--- src/rtl/rau_pkg.sv ---
// Shared definitions for the rational arithmetic unit.
// Holds widths, mode and status codes, and the controller/datapath command types.
// Depends on nothing.
package rau_pkg;

	// Width of the input and result fields.
	localparam int FW = 32;
	// Default result range width used for the overflow check.
	localparam int DEF_WIDTH = 32;
	// Width of the reduction unit (products of two field magnitudes plus a carry).
	localparam int RW = 64;
	// Bits needed to count shifts and division steps over RW.
	localparam int KW = $clog2(RW);

	// Operation codes.
	localparam logic [3:0] MODE_ADD = 4'd0;
	localparam logic [3:0] MODE_SUB = 4'd1;
	localparam logic [3:0] MODE_MUL = 4'd2;
	localparam logic [3:0] MODE_DIV = 4'd3;
	localparam logic [3:0] MODE_LT  = 4'd4;
	localparam logic [3:0] MODE_LE  = 4'd5;
	localparam logic [3:0] MODE_GT  = 4'd6;
	localparam logic [3:0] MODE_GE  = 4'd7;
	localparam logic [3:0] MODE_EQ  = 4'd8;
	localparam logic [3:0] MODE_NE  = 4'd9;
	localparam logic [3:0] MODE_NEG = 4'd10;
	localparam logic [3:0] MODE_INV = 4'd11;

	// Status codes.
	localparam logic [1:0] ST_OK    = 2'd0;
	localparam logic [1:0] ST_ZDEN  = 2'd1;
	localparam logic [1:0] ST_DIV0  = 2'd2;
	localparam logic [1:0] ST_OVF   = 2'd3;

	// Datapath operations issued by the controller.
	typedef enum logic [4:0] {
		OP_NONE,
		OP_LOAD,
		OP_RA_GO,
		OP_RA_WB,
		OP_RB_GO,
		OP_RB_WB,
		OP_RG_GO,
		OP_RG_WB,
		OP_MUL_X,
		OP_MUL_Y,
		OP_MUL_D,
		OP_FORM,
		OP_RR_GO,
		OP_RR_WB,
		OP_FIN_OK,
		OP_FIN_CMP,
		OP_FIN_NULL,
		OP_FIN_ERR1,
		OP_FIN_ERR2
	} dp_op_t;

	typedef struct packed {
		dp_op_t op;
	} dp_cmd_t;

	// Status seen by the controller.
	typedef struct packed {
		logic red_done;
		logic mode_bad;
		logic binary;
		logic is_cmp;
		logic is_addsub;
		logic is_mul;
		logic is_div;
		logic is_neg;
		logic is_inv;
		logic den_zero;
		logic an_zero;
		logic bn_zero;
	} dp_stat_t;

endpackage

--- src/rtl/rau_ctrl.sv ---
// Controller of the rational arithmetic unit: sequences one transaction
// through the datapath. Depends on rau_pkg.
module rau_ctrl import rau_pkg::*; (
	input  logic     clk,
	input  logic     arst_n,
	input  logic     start,
	output logic     busy,
	output logic     done,
	output dp_cmd_t  cmd,
	input  dp_stat_t stat
);

	typedef enum logic [3:0] {
		S_IDLE, S_CHECK, S_RA, S_RA_W, S_RB, S_RB_W, S_DISP, S_RG, S_RG_W,
		S_MX, S_MY, S_MD, S_FORM, S_RR, S_RR_W, S_FIN
	} ctrl_state_t;

	ctrl_state_t state_q, state_d;
	logic        done_q, done_d;

	// Next state, finish flag and datapath command.
	always_comb begin
		state_d = state_q;
		done_d  = 1'b0;
		cmd.op  = OP_NONE;
		unique case (state_q)
			S_IDLE: begin
				if (start) begin
					cmd.op  = OP_LOAD;
					state_d = S_CHECK;
				end
			end
			S_CHECK: begin
				if (stat.mode_bad) begin
					cmd.op  = OP_FIN_NULL;
					done_d  = 1'b1;
					state_d = S_IDLE;
				end else if (stat.den_zero) begin
					cmd.op  = OP_FIN_ERR1;
					done_d  = 1'b1;
					state_d = S_IDLE;
				end else begin
					state_d = S_RA;
				end
			end
			S_RA: begin
				cmd.op  = OP_RA_GO;
				state_d = S_RA_W;
			end
			S_RA_W: begin
				if (stat.red_done) begin
					cmd.op  = OP_RA_WB;
					state_d = stat.binary ? S_RB : S_DISP;
				end
			end
			S_RB: begin
				cmd.op  = OP_RB_GO;
				state_d = S_RB_W;
			end
			S_RB_W: begin
				if (stat.red_done) begin
					cmd.op  = OP_RB_WB;
					state_d = S_DISP;
				end
			end
			S_DISP: begin
				if ((stat.is_div && stat.bn_zero) || (stat.is_inv && stat.an_zero)) begin
					cmd.op  = OP_FIN_ERR2;
					done_d  = 1'b1;
					state_d = S_IDLE;
				end else if (stat.is_addsub) begin
					state_d = S_RG;
				end else if (stat.is_neg || stat.is_inv) begin
					state_d = S_FORM;
				end else begin
					state_d = S_MX;
				end
			end
			S_RG: begin
				cmd.op  = OP_RG_GO;
				state_d = S_RG_W;
			end
			S_RG_W: begin
				if (stat.red_done) begin
					cmd.op  = OP_RG_WB;
					state_d = S_MX;
				end
			end
			S_MX: begin
				cmd.op  = OP_MUL_X;
				state_d = S_MY;
			end
			S_MY: begin
				cmd.op = OP_MUL_Y;
				if (stat.is_cmp) state_d = S_FIN;
				else if (stat.is_addsub) state_d = S_MD;
				else state_d = S_FORM;
			end
			S_MD: begin
				cmd.op  = OP_MUL_D;
				state_d = S_FORM;
			end
			S_FORM: begin
				cmd.op  = OP_FORM;
				state_d = S_RR;
			end
			S_RR: begin
				cmd.op  = OP_RR_GO;
				state_d = S_RR_W;
			end
			S_RR_W: begin
				if (stat.red_done) begin
					cmd.op  = OP_RR_WB;
					state_d = S_FIN;
				end
			end
			S_FIN: begin
				cmd.op  = stat.is_cmp ? OP_FIN_CMP : OP_FIN_OK;
				done_d  = 1'b1;
				state_d = S_IDLE;
			end
			default: state_d = S_IDLE;
		endcase
	end

	// State and the registered result strobe.
	always_ff @(posedge clk or negedge arst_n) begin
		if (!arst_n) begin
			state_q <= S_IDLE;
			done_q  <= 1'b0;
		end else begin
			state_q <= state_d;
			done_q  <= done_d;
		end
	end

	assign busy = state_q != S_IDLE;
	assign done = done_q;

endmodule

--- config.mk ---
export PLATFORM = sky130hd
export DESIGN_NAME = rau_ctrl
export DESIGN_NICKNAME = d
export VERILOG_FILES = /design/src/rtl/rau_pkg.sv /design/src/rtl/rau_ctrl.sv
export SDC_FILE = /design/constraint.sdc
export NUM_CORES = 1
export LEC_CHECK = 0
export ABC_AREA = 0
export BUFFER_PORTS_ARGS = -buffer_cell sky130_fd_sc_hd__buf_2
export CAP_MARGIN = 20
export CORE_UTILIZATION = 48
export CTS_BUF_LIST = sky130_fd_sc_hd__clkbuf_4 sky130_fd_sc_hd__clkbuf_8 sky130_fd_sc_hd__clkbuf_16
export CTS_CLUSTER_SIZE = 14
export DETAILED_ROUTE_END_ITERATION = 12
export GPL_TIMING_DRIVEN = 0
export MAX_ROUTING_LAYER = met4
export PLACE_DENSITY = 0.77
export RECOVER_POWER = 50
export SLEW_MARGIN = 10
export SYNTH_ARGS = -nofsm -noshare
export SYNTH_HDL_FRONTEND = slang
export SYNTH_SLANG_ARGS = --single-unit
--- constraint.sdc ---
create_clock -name clk -period 1.9 [get_ports clk]
set_clock_uncertainty 0.1 [all_clocks]
set_input_delay 0.095 -clock clk [delete_from_list [all_inputs] [get_ports clk]]
set_output_delay 0.095 -clock clk [all_outputs]
set_load 0.1 [all_outputs]
==> results.toml <==
[status]
outcome = "complete, no violations"

[floorplanning]
die_h_um = 38.5
die_area_um2 = 1480
initial_utilization_pct = 54.5
rows = 12
die_w_um = 38.5
ios = 22
core_area_um2 = 1170

[synthesis]
syn_area_per_cell_um2 = 7.09
synth_nets = 105
synthCells = 90
yosysWarnings = 0
synth-seq-cells = 5
ys_seq_area_share_pct = 19.6
netlist_area_um2 = 638
ys_types = 36

[grt]
grt_overflow_total = 0
grt_max_degree = 11
grtUsageTotal_pct = 30.9
grt_pass1_wl_um = 3170
antenna_found_initial = 0
grt_pass1_vias = 703

[detailed_routing]
dr.pass1.iters = 4
vias = 836
drc = 0
postRouteAntennaNets = 0
avgRoutedWirePerCell_um = 15.3
wirelength_um = 2050
drt_iter0_drc = 53
avgViaCountPerCell = 6.24

[setup_path]
crit_family = "buffers and inverters"
cp.depth = 6
crit_arrival_ns = 1.65
crit_path_end_kind = "output pin"
cp.required_ns = 1.70
start_kind = "register"
crit_path_cell_trace = "buf_4 > inv_1 > a21o_1 > a31oi_2 > a21oi_4 > buf_12"
crit_path_top_delay_cell = "dfrtp_1"
reg2regPathDepth = 5
cpPeakStageDelay_ns = 0.43
critPathBufInv = 3
critPathKind = "register to output pin"
worstPathMaxFanout = 10

[clocking]
cts_max_level = 1
clock_path_buffers = 2
insertion_delay_ns = 0.24
clk_pin_slew_ns = 0.05
clock_sinks = 5
cts_root_buffer = "clkbuf_4"
cts_buffers = 3
cts_tree = "done"

[finish]
final_util_pct = 85.4
fin_nets = 136
layout_commonest_cell = "buf_2"
area_delta_synth_final_pct = 56.7
n_antenna_cell = 0
drive_above_1_share_pct = 40.8
final_cell_mix = "12 x buf_2, 11 x buf_4, 7 x nor2_1, 6 x a21oi_1, 6 x nand2_1"

[place]
gp_congestion = 0.927
portBuffers = 19
dpl.hpwl_um = 1310
pre_cts_slack_ns = -0.0933

[timing]
rsz0062_at_grt = "true"
drv_slew = 0
setup_violations = 0
setup_slack_ns = 0.0597
worst_slew_pin_slew_ns = 1.17
relSlewSlack_pct = 22.5
hold_viol_final = 0
min_period_ns = 1.84
post-route-period-util_pct = 96.9
fin_tns_setup_ns = 0
clock.fmax_ghz = 0.543

[hold_path]
hold_path_class = "input port to async pin"

[run]
max-cap-violations = 0
==> flip-flops by register name, indices dropped and copies added, names as in the netlist <==
register / flops
state_q: 4
done: 1
==> synthesized netlist by cell type (all sizes together) <==
| cell | number | area share, % |
|---|---|---|
| a211oi | 4 | 4.7 |
| nand3b | 1 | 1.2 |
| clkbuf | 3 | 1.8 |
| a31oi | 2 | 2.0 |
| xor2 | 1 | 1.4 |
| o211ai | 1 | 1.2 |
| nand2b | 3 | 2.9 |
| or2 | 1 | 0.98 |
| o22ai | 1 | 0.98 |
| a21o | 2 | 2.4 |
| nor3 | 4 | 3.1 |
| nor4 | 2 | 2.0 |
| dfrtp | 5 | 20 |
| o21a | 1 | 1.2 |
| o22a | 2 | 2.7 |
| and2 | 1 | 0.98 |
| a22o | 1 | 1.4 |
| o32a | 2 | 3.1 |
| xnor2 | 1 | 1.4 |
| nor2b | 2 | 2.0 |
| inv | 2 | 1.2 |
| o311ai | 1 | 1.4 |
| buf | 6 | 4.7 |
| nand3 | 2 | 1.6 |
| a41oi | 1 | 1.4 |
| a32oi | 1 | 1.4 |
| a22oi | 2 | 2.4 |
| nand2 | 6 | 3.5 |
| mux2i | 2 | 3.1 |
| or3 | 1 | 0.98 |
| a21oi | 8 | 6.3 |
| o21ai | 4 | 3.1 |
| a32o | 1 | 1.6 |
| nor2 | 10 | 5.9 |
| or3b | 2 | 2.7 |
| nor3b | 1 | 2.0 |
==> routing by layer <==
| layer | vias to the layer above | GRT usage [%] | wire [um] |
|---|---|---|---|
| met4 | 0 | 6.90 | 27 |
| met1 | 380 | 42.7 | 865 |
| li1 | 395 | - | - |
| met2 | 57 | 48.7 | 969 |
| met3 | 4 | 3.49 | 183 |
| met5 | - | - | 0 |
==> cell type report <==
type / instances / area, um2
Timing Repair Buffer: 26 / 198
Sequential cell: 5 / 126
Buffer: 9 / 76.3
Tap cell: 14 / 17.5
Fill cell: 63 / 171
Inverter: 2 / 7.51
Multi-Input combinational cell: 74 / 544
Clock buffer: 4 / 30.0
==> timing repair <==
action                                 CTS  global route
endpoints found under the hold margin    5             0
setup endpoints to repair                5             5
gates resized for setup                 19            25
hold buffers                             1             0
buffers inserted                         1             5
pin swaps                                0             3
==> stage by stage <==
step	area, um2	hold WS (ns)	instances
after floorplan	679	-0.301	90
after global placement	792	-0.192	123
after detailed placement	792	-0.186	123
after CTS	897	0.0804	129
after global routing	1000	0.155	134
final	1000	0.137	134
==> path summary, 6_finish.rpt <==
check,start,to,slack [ns]
setup / recovery,state_q[0],cmd[0],0.06
hold / removal,arst_n,state_q[2],0.14
setup reg to reg,state_q[3],state_q[0],0.22
hold reg to reg,state_q[3],state_q[0],0.74
max in group asynchronous,arst_n,state_q[3],1.32
min in group clk,start,state_q[0],0.18
==> cell families after synthesis <==
kind of cell              after synthesis  share of synthesized area (%)
and+or+nand+nor                        36                           29.8
AOI/OAI and AO/OA                      34                           37.1
buffers and inverters                  11                           7.65
DFF                                     5                           19.6
xor gates and xnor gates                2                           2.75
muxes                                   2                           3.14
Power is left out: the tool's default activity adds up to more than one toggle a clock period on the data nets, which glitch-free logic cannot reach.
